===== src/hw/rtl/dbp_pkg.sv =====
// ----------------------------------------------------------------------------
// Debounce and pulse pattern package
// Shared types, codes and constants of the debounce and pattern timing block.
// ----------------------------------------------------------------------------
`timescale 1ns / 1ps

package dbp_pkg;

    localparam int CHANNELS_DEF      = 16;
    localparam int PATTERN_SLOTS_DEF = 16;

    localparam int TICK_W  = 16;
    localparam int CHAN_W  = 4;
    localparam int COUNT_W = 5;
    localparam int INDEX_W = 4;
    localparam int DUR_W   = 13;
    localparam int CFG_W   = 16;
    localparam int CFG_IDX_W = 2;

    // Register indexes of the configuration port.
    localparam logic [CFG_IDX_W-1:0] CFG_DEBOUNCE = 2'd0;
    localparam logic [CFG_IDX_W-1:0] CFG_TIMEOUT  = 2'd1;
    localparam logic [CFG_IDX_W-1:0] CFG_ENABLE   = 2'd2;

    localparam logic [CFG_W-1:0] DEBOUNCE_RESET = 16'h0000;
    localparam logic [CFG_W-1:0] TIMEOUT_RESET  = 16'hFFFF;
    localparam logic [CFG_W-1:0] ENABLE_RESET   = 16'h0000;

    // Division by ten of a 16-bit value: (x * 0xCCCD) >> 19 is exact.
    localparam logic [TICK_W-1:0] DIV10_MUL   = 16'hCCCD;
    localparam int                DIV10_SHIFT = 19;

    typedef enum logic [2:0] {
        PH_UNDET   = 3'd0,
        PH_LOW     = 3'd1,
        PH_HIGH    = 3'd2,
        PH_RISING  = 3'd3,
        PH_FALLING = 3'd4
    } t_phase;

    typedef enum logic [1:0] {
        EV_NONE = 2'd0,
        EV_RISE = 2'd1,
        EV_FALL = 2'd2
    } t_edge;

    typedef enum logic [1:0] {
        MODE_IDLE = 2'd0,
        MODE_HIGH = 2'd1,
        MODE_LOW  = 2'd2
    } t_mode;

    typedef struct packed {
        t_phase              phase;
        logic [TICK_W-1:0]   change_time;
    } t_chan_state;

    localparam t_chan_state CHAN_RESET = '{phase: PH_UNDET, change_time: '0};

    // Request from the debounce stage to the pattern unit.
    typedef struct packed {
        logic                commit;
        logic                in_range;
        logic                enabled;
        logic                edge_hit;
        t_mode               start_mode;
        logic [CHAN_W-1:0]   ch;
        logic [TICK_W-1:0]   now;
    } t_pat_req;

    // Pattern status after the step.
    typedef struct packed {
        t_mode               mode;
        logic [COUNT_W-1:0]  count;
        logic                wrote;
        logic [INDEX_W-1:0]  idx;
        logic [DUR_W-1:0]    dur;
    } t_pat_res;

endpackage


===== src/hw/rtl/dbp_in_if.sv =====
// ----------------------------------------------------------------------------
// Pin sample channel
// Valid/ready channel that carries one pin sample per transfer.
// ----------------------------------------------------------------------------
`timescale 1ns / 1ps

interface dbp_in_if;
    logic                            valid;
    logic                            ready;
    logic [dbp_pkg::TICK_W-1:0]      sample_tick;
    logic [dbp_pkg::CHAN_W-1:0]      channel;
    logic                            pin_level;

    modport source (output valid, output sample_tick, output channel, output pin_level,
                    input ready);
    modport sink (input valid, input sample_tick, input channel, input pin_level,
                  output ready);
endinterface


===== src/hw/rtl/dbp_out_if.sv =====
// ----------------------------------------------------------------------------
// Result channel
// Valid/ready channel that carries one debounce and pattern result per transfer.
// ----------------------------------------------------------------------------
`timescale 1ns / 1ps

interface dbp_out_if;
    logic                            valid;
    logic                            ready;
    logic [1:0]                      edge_event;
    logic [1:0]                      pattern_mode;
    logic [dbp_pkg::COUNT_W-1:0]     pattern_count;
    logic                            slot_written;
    logic [dbp_pkg::INDEX_W-1:0]     slot_index;
    logic [dbp_pkg::DUR_W-1:0]       slot_duration;

    modport source (output valid, output edge_event, output pattern_mode,
                    output pattern_count, output slot_written, output slot_index,
                    output slot_duration, input ready);
    modport sink (input valid, input edge_event, input pattern_mode,
                  input pattern_count, input slot_written, input slot_index,
                  input slot_duration, output ready);
endinterface


===== src/hw/rtl/debounce_with_pulse_pattern_timing.sv =====
// ----------------------------------------------------------------------------
// Debounce with pulse pattern timing
// Per-channel switch debounce with a shared pulse pattern recorder.
// ----------------------------------------------------------------------------
//
//   Port      Direction  Transfer content
//   i_smp     sink       sample_tick, channel, pin_level (one pin sample)
//   o_res     source     edge_event, pattern_mode, pattern_count,
//                        slot_written, slot_index, slot_duration
//   i_cfg_*   write      register index and 16-bit value, no read-back
//
// The block takes one sample per cycle while the result path is not stalled.
// The channel-state read starts at the transfer edge and its data arrive in
// the next cycle, in which the update stage computes the new state and
// pattern; the result register loads when that stage advances. A write
// forwarding path covers back-to-back samples of one channel. Reset clears the
// memory valid bits at once; a stalled result register holds the update stage.
// ----------------------------------------------------------------------------
`timescale 1ns / 1ps

module debounce_with_pulse_pattern_timing #(
    parameter int CHANNELS      = dbp_pkg::CHANNELS_DEF,
    parameter int PATTERN_SLOTS = dbp_pkg::PATTERN_SLOTS_DEF
) (
    input  logic                            i_clk,
    input  logic                            i_rst_n,
    dbp_in_if.sink                          i_smp,
    dbp_out_if.source                       o_res,
    input  logic                            i_cfg_we,
    input  logic [dbp_pkg::CFG_IDX_W-1:0]   i_cfg_idx,
    input  logic [dbp_pkg::CFG_W-1:0]       i_cfg_wdata
);

    localparam int AW = (CHANNELS > 1) ? $clog2(CHANNELS) : 1;

    // Configuration registers. They must only be written while the block is idle; the block itself does not enforce it.
    logic [dbp_pkg::CFG_W-1:0] r_debounce;
    logic [dbp_pkg::CFG_W-1:0] r_timeout;
    logic [dbp_pkg::CFG_W-1:0] r_enable;

    always_ff @(posedge i_clk) begin
        if (!i_rst_n) begin
            r_debounce <= dbp_pkg::DEBOUNCE_RESET;
            r_timeout  <= dbp_pkg::TIMEOUT_RESET;
            r_enable   <= dbp_pkg::ENABLE_RESET;
        end else if (i_cfg_we) begin
            case (i_cfg_idx)
                dbp_pkg::CFG_DEBOUNCE: r_debounce <= i_cfg_wdata;
                dbp_pkg::CFG_TIMEOUT:  r_timeout  <= i_cfg_wdata;
                dbp_pkg::CFG_ENABLE:   r_enable   <= i_cfg_wdata;
                default: begin
                end
            endcase
        end
    end

    // Update stage: the accepted sample waits here while its channel state
    // comes out of the memory.
    logic                          r_s1_valid;
    logic [dbp_pkg::TICK_W-1:0]    r_s1_tick;
    logic [dbp_pkg::CHAN_W-1:0]    r_s1_ch;
    logic                          r_s1_level;

    logic                          r_out_valid;
    logic                          w_advance;
    logic                          w_accept;

    assign w_advance   = r_s1_valid && (!r_out_valid || o_res.ready);
    assign i_smp.ready = !r_s1_valid || w_advance;
    assign w_accept    = i_smp.valid && i_smp.ready;

    always_ff @(posedge i_clk) begin
        if (!i_rst_n) begin
            r_s1_valid <= 1'b0;
        end else if (w_accept) begin
            r_s1_valid <= 1'b1;
        end else if (w_advance) begin
            r_s1_valid <= 1'b0;
        end
    end

    always_ff @(posedge i_clk) begin
        if (w_accept) begin
            r_s1_tick  <= i_smp.sample_tick;
            r_s1_ch    <= i_smp.channel;
            r_s1_level <= i_smp.pin_level;
        end
    end

    // Channel state memory, read on transfer and written when the update
    // stage moves the result of an in-range channel on.
    dbp_pkg::t_chan_state w_rd_state;
    dbp_pkg::t_chan_state w_nx_state;
    logic                 w_in_range;
    logic                 w_wr_en;

    assign w_in_range = ({1'b0, r_s1_ch} < (dbp_pkg::CHAN_W + 1)'(CHANNELS));
    assign w_wr_en    = w_advance && w_in_range;

    dbp_state_mem #(
        .CHANNELS (CHANNELS)
    ) u_state_mem (
        .i_clk     (i_clk),
        .i_rst_n   (i_rst_n),
        .i_rd_en   (w_accept),
        .i_rd_addr (i_smp.channel[AW-1:0]),
        .i_wr_en   (w_wr_en),
        .i_wr_addr (r_s1_ch[AW-1:0]),
        .i_wr_data (w_nx_state),
        .o_rd_data (w_rd_state)
    );

    // Debounce machine. A change of level arms a rising or falling phase; a
    // revert drops back at once; holding for the debounce time qualifies the
    // edge. An unknown phase code behaves as undetermined.
    logic [dbp_pkg::TICK_W-1:0] w_held;
    logic                       w_qualified;
    dbp_pkg::t_edge             w_edge;

    assign w_held      = r_s1_tick - w_rd_state.change_time;
    assign w_qualified = (w_held >= r_debounce);

    always_comb begin
        w_nx_state = w_rd_state;
        w_edge     = dbp_pkg::EV_NONE;
        if (r_s1_level) begin
            case (w_rd_state.phase)
                dbp_pkg::PH_LOW: begin
                    w_nx_state.phase       = dbp_pkg::PH_RISING;
                    w_nx_state.change_time = r_s1_tick;
                end
                dbp_pkg::PH_HIGH: begin
                    w_nx_state.phase = dbp_pkg::PH_HIGH;
                end
                dbp_pkg::PH_RISING: begin
                    if (w_qualified) begin
                        w_nx_state.phase = dbp_pkg::PH_HIGH;
                        w_edge           = dbp_pkg::EV_RISE;
                    end
                end
                default: begin
                    w_nx_state.phase = dbp_pkg::PH_HIGH;
                end
            endcase
        end else begin
            case (w_rd_state.phase)
                dbp_pkg::PH_HIGH: begin
                    w_nx_state.phase       = dbp_pkg::PH_FALLING;
                    w_nx_state.change_time = r_s1_tick;
                end
                dbp_pkg::PH_LOW: begin
                    w_nx_state.phase = dbp_pkg::PH_LOW;
                end
                dbp_pkg::PH_FALLING: begin
                    if (w_qualified) begin
                        w_nx_state.phase = dbp_pkg::PH_LOW;
                        w_edge           = dbp_pkg::EV_FALL;
                    end
                end
                default: begin
                    w_nx_state.phase = dbp_pkg::PH_LOW;
                end
            endcase
        end
    end

    // Shared pattern recorder. Its registers change only when the result
    // moves on, so consecutive samples always see an up-to-date pattern.
    dbp_pkg::t_pat_req w_req;
    dbp_pkg::t_pat_res w_pat;

    always_comb begin
        w_req.commit     = w_advance;
        w_req.in_range   = w_in_range;
        w_req.enabled    = r_enable[r_s1_ch];
        w_req.edge_hit   = (w_edge != dbp_pkg::EV_NONE);
        w_req.start_mode = (w_edge == dbp_pkg::EV_RISE) ? dbp_pkg::MODE_HIGH
                                                        : dbp_pkg::MODE_LOW;
        w_req.ch         = r_s1_ch;
        w_req.now        = r_s1_tick;
    end

    dbp_pattern #(
        .PATTERN_SLOTS (PATTERN_SLOTS)
    ) u_pattern (
        .i_clk     (i_clk),
        .i_rst_n   (i_rst_n),
        .i_req     (w_req),
        .i_timeout (r_timeout),
        .o_res     (w_pat)
    );

    // Result register. It frees the update stage so that the next sample can
    // be taken while a finished result still waits for its transfer.
    dbp_pkg::t_edge    r_out_edge;
    dbp_pkg::t_pat_res r_out_pat;

    always_ff @(posedge i_clk) begin
        if (!i_rst_n) begin
            r_out_valid <= 1'b0;
        end else if (w_advance) begin
            r_out_valid <= 1'b1;
        end else if (o_res.ready) begin
            r_out_valid <= 1'b0;
        end
    end

    always_ff @(posedge i_clk) begin
        if (w_advance) begin
            r_out_edge <= w_in_range ? w_edge : dbp_pkg::EV_NONE;
            r_out_pat  <= w_pat;
        end
    end

    assign o_res.valid         = r_out_valid;
    assign o_res.edge_event    = r_out_edge;
    assign o_res.pattern_mode  = r_out_pat.mode;
    assign o_res.pattern_count = r_out_pat.count;
    assign o_res.slot_written  = r_out_pat.wrote;
    assign o_res.slot_index    = r_out_pat.idx;
    assign o_res.slot_duration = r_out_pat.dur;

endmodule


===== src/hw/rtl/dbp_state_mem.sv =====
// ----------------------------------------------------------------------------
// Channel state memory
// Synchronous per-channel state store with valid bits and write forwarding.
// ----------------------------------------------------------------------------
`timescale 1ns / 1ps

module dbp_state_mem #(
    parameter int CHANNELS = dbp_pkg::CHANNELS_DEF
) (
    input  logic                                   i_clk,
    input  logic                                   i_rst_n,
    input  logic                                   i_rd_en,
    input  logic [((CHANNELS > 1) ? $clog2(CHANNELS) : 1)-1:0] i_rd_addr,
    input  logic                                   i_wr_en,
    input  logic [((CHANNELS > 1) ? $clog2(CHANNELS) : 1)-1:0] i_wr_addr,
    input  dbp_pkg::t_chan_state                   i_wr_data,
    output dbp_pkg::t_chan_state                   o_rd_data
);

    dbp_pkg::t_chan_state r_mem [CHANNELS];
    logic [CHANNELS-1:0]  r_valid;

    dbp_pkg::t_chan_state r_rd;
    dbp_pkg::t_chan_state r_fwd;
    logic                 r_hit;
    logic                 r_vld;

    always_ff @(posedge i_clk) begin
        if (i_wr_en) begin
            r_mem[i_wr_addr] <= i_wr_data;
        end
        if (i_rd_en) begin
            r_rd <= r_mem[i_rd_addr];
        end
    end

    // A read in the same cycle as a write to the same entry sees the old data,
    // so the written value is kept aside and chosen instead.
    always_ff @(posedge i_clk) begin
        if (!i_rst_n) begin
            r_valid <= '0;
            r_hit   <= 1'b0;
            r_vld   <= 1'b0;
        end else begin
            if (i_wr_en) begin
                r_valid[i_wr_addr] <= 1'b1;
            end
            if (i_rd_en) begin
                r_hit <= i_wr_en && (i_wr_addr == i_rd_addr);
                r_vld <= r_valid[i_rd_addr];
            end
        end
    end

    always_ff @(posedge i_clk) begin
        if (i_rd_en) begin
            r_fwd <= i_wr_data;
        end
    end

    always_comb begin
        if (r_hit) begin
            o_rd_data = r_fwd;
        end else if (r_vld) begin
            o_rd_data = r_rd;
        end else begin
            o_rd_data = dbp_pkg::CHAN_RESET;
        end
    end

endmodule


===== src/hw/rtl/dbp_pattern.sv =====
// ----------------------------------------------------------------------------
// Pulse pattern unit
// Shared pattern recorder: start, append of edge durations, and timeout clear.
// ----------------------------------------------------------------------------
`timescale 1ns / 1ps

module dbp_pattern #(
    parameter int PATTERN_SLOTS = dbp_pkg::PATTERN_SLOTS_DEF
) (
    input  logic                          i_clk,
    input  logic                          i_rst_n,
    input  dbp_pkg::t_pat_req             i_req,
    input  logic [dbp_pkg::CFG_W-1:0]     i_timeout,
    output dbp_pkg::t_pat_res             o_res
);

    dbp_pkg::t_mode                  r_mode, n_mode;
    logic [dbp_pkg::COUNT_W-1:0]     r_count, n_count;
    logic [dbp_pkg::TICK_W-1:0]      r_last, n_last;
    logic [dbp_pkg::CHAN_W-1:0]      r_owner, n_owner;

    logic [dbp_pkg::TICK_W-1:0]      w_elapsed;
    logic [2*dbp_pkg::TICK_W-1:0]    w_prod;
    logic [dbp_pkg::TICK_W-1:0]      w_quiet;

    assign w_elapsed = i_req.now - r_last;
    assign w_prod    = 32'(w_elapsed) * 32'(dbp_pkg::DIV10_MUL);

    always_comb begin
        n_mode      = r_mode;
        n_count     = r_count;
        n_last      = r_last;
        n_owner     = r_owner;
        o_res.wrote = 1'b0;
        o_res.idx   = '0;
        o_res.dur   = '0;

        if (i_req.in_range && i_req.enabled && i_req.edge_hit) begin
            n_owner = i_req.ch;
            if (r_mode != dbp_pkg::MODE_IDLE) begin
                if (r_count < dbp_pkg::COUNT_W'(PATTERN_SLOTS)) begin
                    o_res.wrote = 1'b1;
                    o_res.idx   = r_count[dbp_pkg::INDEX_W-1:0];
                    o_res.dur   = w_prod[dbp_pkg::DIV10_SHIFT +: dbp_pkg::DUR_W];
                    n_count     = r_count + 5'd1;
                end
            end else begin
                n_mode  = i_req.start_mode;
                n_count = '0;
            end
            n_last = i_req.now;
        end

        w_quiet = i_req.now - n_last;
        if (i_req.in_range && i_req.enabled && (n_owner == i_req.ch) &&
            (w_quiet > i_timeout)) begin
            n_count = '0;
            n_mode  = dbp_pkg::MODE_IDLE;
        end

        o_res.mode  = n_mode;
        o_res.count = n_count;
    end

    always_ff @(posedge i_clk) begin
        if (!i_rst_n) begin
            r_mode  <= dbp_pkg::MODE_IDLE;
            r_count <= '0;
            r_last  <= '0;
            r_owner <= '0;
        end else if (i_req.commit) begin
            r_mode  <= n_mode;
            r_count <= n_count;
            r_last  <= n_last;
            r_owner <= n_owner;
        end
    end

endmodule


===== src/flat_wrapper.sv =====
// flat-port wrapper written by rule: the top's interface ports become plain ports
module debounce_with_pulse_pattern_timing_flat 
#(
    parameter int CHANNELS      = dbp_pkg::CHANNELS_DEF,
    parameter int PATTERN_SLOTS = dbp_pkg::PATTERN_SLOTS_DEF
)
  (i_clk, i_rst_n, i_cfg_we, i_cfg_idx, i_cfg_wdata, i_smp_valid, i_smp_sample_tick, i_smp_channel, i_smp_pin_level, i_smp_ready, o_res_valid, o_res_edge_event, o_res_pattern_mode, o_res_pattern_count, o_res_slot_written, o_res_slot_index, o_res_slot_duration, o_res_ready);
  dbp_in_if i_smp_i ();
  dbp_out_if o_res_i ();
  input  logic i_clk;
  input  logic i_rst_n;
  input  logic i_cfg_we;
  input  logic [dbp_pkg::CFG_IDX_W-1:0] i_cfg_idx;
  input  logic [dbp_pkg::CFG_W-1:0] i_cfg_wdata;
  input wire logic [$bits(i_smp_i.valid)-1:0] i_smp_valid;
  input wire logic [$bits(i_smp_i.sample_tick)-1:0] i_smp_sample_tick;
  input wire logic [$bits(i_smp_i.channel)-1:0] i_smp_channel;
  input wire logic [$bits(i_smp_i.pin_level)-1:0] i_smp_pin_level;
  output wire logic [$bits(i_smp_i.ready)-1:0] i_smp_ready;
  output wire logic [$bits(o_res_i.valid)-1:0] o_res_valid;
  output wire logic [$bits(o_res_i.edge_event)-1:0] o_res_edge_event;
  output wire logic [$bits(o_res_i.pattern_mode)-1:0] o_res_pattern_mode;
  output wire logic [$bits(o_res_i.pattern_count)-1:0] o_res_pattern_count;
  output wire logic [$bits(o_res_i.slot_written)-1:0] o_res_slot_written;
  output wire logic [$bits(o_res_i.slot_index)-1:0] o_res_slot_index;
  output wire logic [$bits(o_res_i.slot_duration)-1:0] o_res_slot_duration;
  input wire logic [$bits(o_res_i.ready)-1:0] o_res_ready;
  assign i_smp_i.valid = i_smp_valid;
  assign i_smp_i.sample_tick = i_smp_sample_tick;
  assign i_smp_i.channel = i_smp_channel;
  assign i_smp_i.pin_level = i_smp_pin_level;
  assign i_smp_ready = i_smp_i.ready;
  assign o_res_valid = o_res_i.valid;
  assign o_res_edge_event = o_res_i.edge_event;
  assign o_res_pattern_mode = o_res_i.pattern_mode;
  assign o_res_pattern_count = o_res_i.pattern_count;
  assign o_res_slot_written = o_res_i.slot_written;
  assign o_res_slot_index = o_res_i.slot_index;
  assign o_res_slot_duration = o_res_i.slot_duration;
  assign o_res_i.ready = o_res_ready;
  debounce_with_pulse_pattern_timing #(.CHANNELS(CHANNELS), .PATTERN_SLOTS(PATTERN_SLOTS)) u_core (.i_clk(i_clk), .i_rst_n(i_rst_n), .i_smp(i_smp_i), .o_res(o_res_i), .i_cfg_we(i_cfg_we), .i_cfg_idx(i_cfg_idx), .i_cfg_wdata(i_cfg_wdata));
endmodule

===== config.mk =====
export PLATFORM = sky130hd
export DESIGN_NAME = debounce_with_pulse_pattern_timing_flat
export DESIGN_NICKNAME = d
export VERILOG_FILES = /design/src/hw/rtl/dbp_pkg.sv /design/src/hw/rtl/dbp_in_if.sv /design/src/hw/rtl/dbp_out_if.sv /design/src/hw/rtl/debounce_with_pulse_pattern_timing.sv /design/src/hw/rtl/dbp_state_mem.sv /design/src/hw/rtl/dbp_pattern.sv /design/src/flat_wrapper.sv
export SDC_FILE = /design/constraint.sdc
export NUM_CORES = 1
export LEC_CHECK = 0
export ABC_CLOCK_PERIOD_IN_PS = 11200
export BUFFER_PORTS_ARGS = -buffer_cell sky130_fd_sc_hd__buf_2
export CAP_MARGIN = 20
export CORE_MARGIN = 2
export CORE_UTILIZATION = 63
export DETAILED_ROUTE_END_ITERATION = 8
export PLACE_DENSITY = 0.83
export SLEW_MARGIN = 15
export SYNTH_ARGS = -nofsm -noshare
export SYNTH_HDL_FRONTEND = slang
export SYNTH_SLANG_ARGS = --single-unit

===== constraint.sdc =====
create_clock -name i_clk -period 11.2 [get_ports i_clk]
set_clock_uncertainty 0.2 [all_clocks]
set_input_delay 2.24 -clock i_clk [delete_from_list [all_inputs] [get_ports i_clk]]
set_output_delay 2.24 -clock i_clk [all_outputs]
set_load 0.01 [all_outputs]

==> qor.yml <==
detailed_routing:
  drtIter0Drc: 1606
  wl_met1_mm: 22.71
  wl_per_cell_um: 24.20
  ant_nets: 0
  vias_per_cell: 6.380
  num_vias: 16474
  wl_met3_mm: 4.994
  drc: 0
  wl_met2_mm: 31.93
  maxUsedRoutingLayer: "met4"
  drt-pass1-iter-count: 7
  wirelength_mm: 62.49
sta:
  max_freq_mhz: 99.72
  finalSetupViolCount: 0
  grt_setup_unrepaired: "no"
  setup_tns_ps: 0
  relSlewSlack_pct: 30.44
  period_share_pct: 89.54
  slew_violations: 0
  setup_slack_ps: 1172
  tightestPinTransition_ps: 1043
  hold_slack_ps: 256.2
  period_needed_ps: 10030
  hold_violations: 0
clock_network:
  cts_made_buffers: 47
  ctsResizeCount: 0
  cts_hold_buf: 0
  clkSlewWorstSetupHoldPaths_ps: 70
  h-tree-depth: 2
  cts_setup_buffers: 0
  cts_tree: "yes"
  clock_sinks: 485
  clk_path_buf_depth: 3
  clk_latency_ps: 590
  clock-root-buffer: "clkbuf_16"
power_and_ir_drop:
  p_int_mw: 4.042
  power_density_nw_per_um2: 224.3
  sequentialPowerShare_pct: 31.4
  power.total_mw: 6.335
  ir_drop_mv: 0.2565
  pwr-share-clk_pct: 24.8
  p_leak_nw: 11.09
  switching_share_pct: 36.20
  combPwrFrac_pct: 43.8
  p_switching_mw: 2.294
final_layout:
  area.growth.synth_to_final_pct: 10.33
  drive_gt1_share_pct: 15.36
  seq_area_um2: 13610
  final_cells: 2582
  design_area_um2: 28250
  fin_nets: 2348
  fillers: 2462
  final_util_pct: 70.78
  n_antenna_cell: 0
  multi_input_area_um2: 11030
min_path:
  hold_path_end: "u_core.r_enable[3]"
  min-delay-start: "u_core.r_enable[3]"
  hold_class: "register to register"
  whs_path_depth: 2
die:
  ios: 73
  rows: 73
  die-area_um2: 42270
  core-area_um2: 39910
  initial_core_util_pct: 64.15
  die_h_um: 205.6
  die_x_um: 205.6
synth:
  synthMuxAreaShare_pct: 9.749
  synth_compound_area_share_pct: 6.700
  synth_top_family_by_area: "adder cells"
  synth_edf_count: 390
  synth_fp_nets: 2262
  synthAdderAreaFrac_pct: 16.61
  seq_area_frac_synth_pct: 53.17
  synthArstFlopShare_pct: 0
  synthFlopType: "edfxtp_1"
  synth-simple-area-share_pct: 7.164
  ys_warn_count: 0
  yosysUniqueCellTypes: 71
  syn_area_per_cell_um2: 13.25
  synthCells: 1933
  ys_ff_latch: 485
  synthesis.area_um2: 25600
  synthXorXnorAreaFrac_pct: 2.463
place:
  place_congestion: 0.9677
  dp_slack_ps: 1342
  dpl_cell_area_um2: 26700
  hpwl_mm: 40.26
  port_buffers: 72
  place_inst: 2494
critical_path:
  arrival_ps: 10320
  reg2reg_slack_ps: 1170
  cp.required_ps: 11490
  cp-end-kind: "register"
  critical_path_class: "register to register"
  r2r-end: "u_core.u_pattern.r_count[4]"
  cpMaxStageDelayCell: "dfxtp_1"
  start_kind: "register"
  crit_top_cell: "nand2_1"
  r2r_cells: 44
  rr_startpoint: "u_core.u_state_mem.r_hit"
  slowest_delay_ps: 860
  crit_fanout: 26
status:
  outcome: "complete, no violations"
global_routing:
  grt_pass1_wl_mm: 96.85
  overflow: 0
  grt_max_degree: 58
  grt_usage_pct: 30.67
  grt_antenna_before_repair: 0
  first_global_vias: 17013
job:
  drv_cap: 0
==> critical path, delay by kind of cell (launching register included) <==
family / cells / cell delay (ps)
xor+xnor: 3 / 450
flops: 1 / 860
mux: 1 / 220
buf+inv: 2 / 310
fa+ha+maj: 7 / 1900
compound gates: 15 / 3260
simple gates: 16 / 2690
==> worst max path at each step <==
| stage | slack (ps) | endpoint | cells after the start | from |
|---|---|---|---|---|
| floorplan | 1820 | u_core.u_pattern.r_count[4] | 47 | u_core.u_state_mem.r_vld |
| global placement | 1770 | u_core.u_pattern.r_count[4] | 44 | u_core.u_state_mem.r_hit |
| detailed placement | 1340 | u_core.u_pattern.r_count[4] | 44 | u_core.u_state_mem.r_hit |
| CTS | 1310 | u_core.u_pattern.r_count[4] | 44 | u_core.u_state_mem.r_hit |
| global route | 520 | u_core.u_pattern.r_count[4] | 44 | u_core.u_state_mem.r_hit |
| finish | 1170 | u_core.u_pattern.r_count[4] | 44 | u_core.u_state_mem.r_hit |
==> sequential cells by signal, indices dropped and copies added, names as in the netlist, 5 cells and up <==
register                    flops
u_core.r_timeout               16
u_core.o_res.pattern_count      5
u_core.u_state_mem.r_valid     16
u_core.r_s1_tick               16
u_core.r_debounce              16
u_core.u_state_mem.r_fwd       19
u_core.u_pattern.r_count        5
u_core.o_res.slot_duration     13
u_core.u_pattern.r_last        16
u_core.r_enable                16
u_core.u_state_mem.r_mem      304
u_core.u_state_mem.r_rd        19
==> cell usage after synthesis (4+ instances only) <==
cell type | count | area (um^2)
a211oi_1 | 4 | 30.03
a31oi_1 | 8 | 50.05
nor4_1 | 4 | 25.02
or3_1 | 5 | 31.28
a21oi_1 | 110 | 550.5
and3_1 | 6 | 37.54
clkbuf_1 | 57 | 214.0
buf_1 | 9 | 33.78
a22oi_1 | 14 | 105.1
nor2_1 | 110 | 412.9
mux4_2 | 105 | 2365
nand4_1 | 7 | 43.79
fa_1 | 83 | 1662
nand2b_1 | 8 | 50.05
inv_1 | 208 | 780.8
ha_1 | 202 | 2527
xor2_1 | 26 | 227.7
o31ai_1 | 4 | 30.03
a21boi_0 | 4 | 30.03
nand2_1 | 196 | 735.7
nor3_1 | 24 | 120.1
xnor2_1 | 46 | 402.9
o21a_1 | 12 | 90.09
a21o_1 | 10 | 75.07
o211ai_1 | 23 | 172.7
and2_1 | 6 | 37.54
nand3_1 | 21 | 105.1
dfxtp_1 | 95 | 1902
o2111ai_1 | 4 | 35.03
mux2i_1 | 12 | 120.1
edfxtp_1 | 390 | 11710
o21ai_0 | 46 | 230.2
o21bai_1 | 5 | 37.54
nor2b_1 | 12 | 75.07
==> power by group through the flow <==
stage | combinational [mW] | clock, mW | sequential [mW]
3_3_place_gp | 2.56 | 0 | 2.03
4_1_cts | 2.75 | 1.58 | 1.99
3_5_place_dp | 2.71 | 0 | 2.03
6_report | 2.77 | 1.57 | 1.99
5_1_grt | 3.14 | 1.65 | 1.99
2_1_floorplan | 2.06 | 0 | 2.02
==> final cells by class <==
class,instances,share of cell area [%]
clock inverter,21,0.6909
multi-input combinational,1168,39.03
inverter,209,2.777
sequential,485,48.19
tap,525,2.325
timing repair buffer,108,2.277
clock buffer,66,4.713
==> routing by layer <==
layer  vias up  global-route usage [%]
met3       212                   4.656
met2       871                   53.70
met1      8222                   38.19
met5         -                       0
met4         0                   12.74
li1       7169                       -
==> cells by family after synthesis <==
logic type      Yosys count
flops                   485
simple gates            417
fa+ha+maj               291
buf+inv                 280
compound gates          270
mux                     118
xor+xnor                 72
==> layout by cell type (no fill, tap or decap), types with 5 or more instances in the layout <==
cell	instances
a21o_1	10
a21oi_1	108
a22oi_1	14
a31oi_1	8
and2_1	6
and3_1	6
buf_2	70
buf_4	37
clkbuf_1	14
clkbuf_16	50
clkinv_1	9
dfxtp_1	95
edfxtp_1	390
fa_1	83
ha_1	202
inv_1	207
mux2i_1	12
mux4_2	105
nand2_1	196
nand2b_1	8
nand3_1	21
nand4_1	7
nor2_1	97
nor2_2	7
nor2_4	8
nor2b_1	12
nor3_1	20
o211ai_1	23
o21a_1	12
o21ai_0	46
o21bai_1	5
or3_1	5
xnor2_1	46
xor2_1	26
Note: power is estimated with default switching activity, not from simulation.
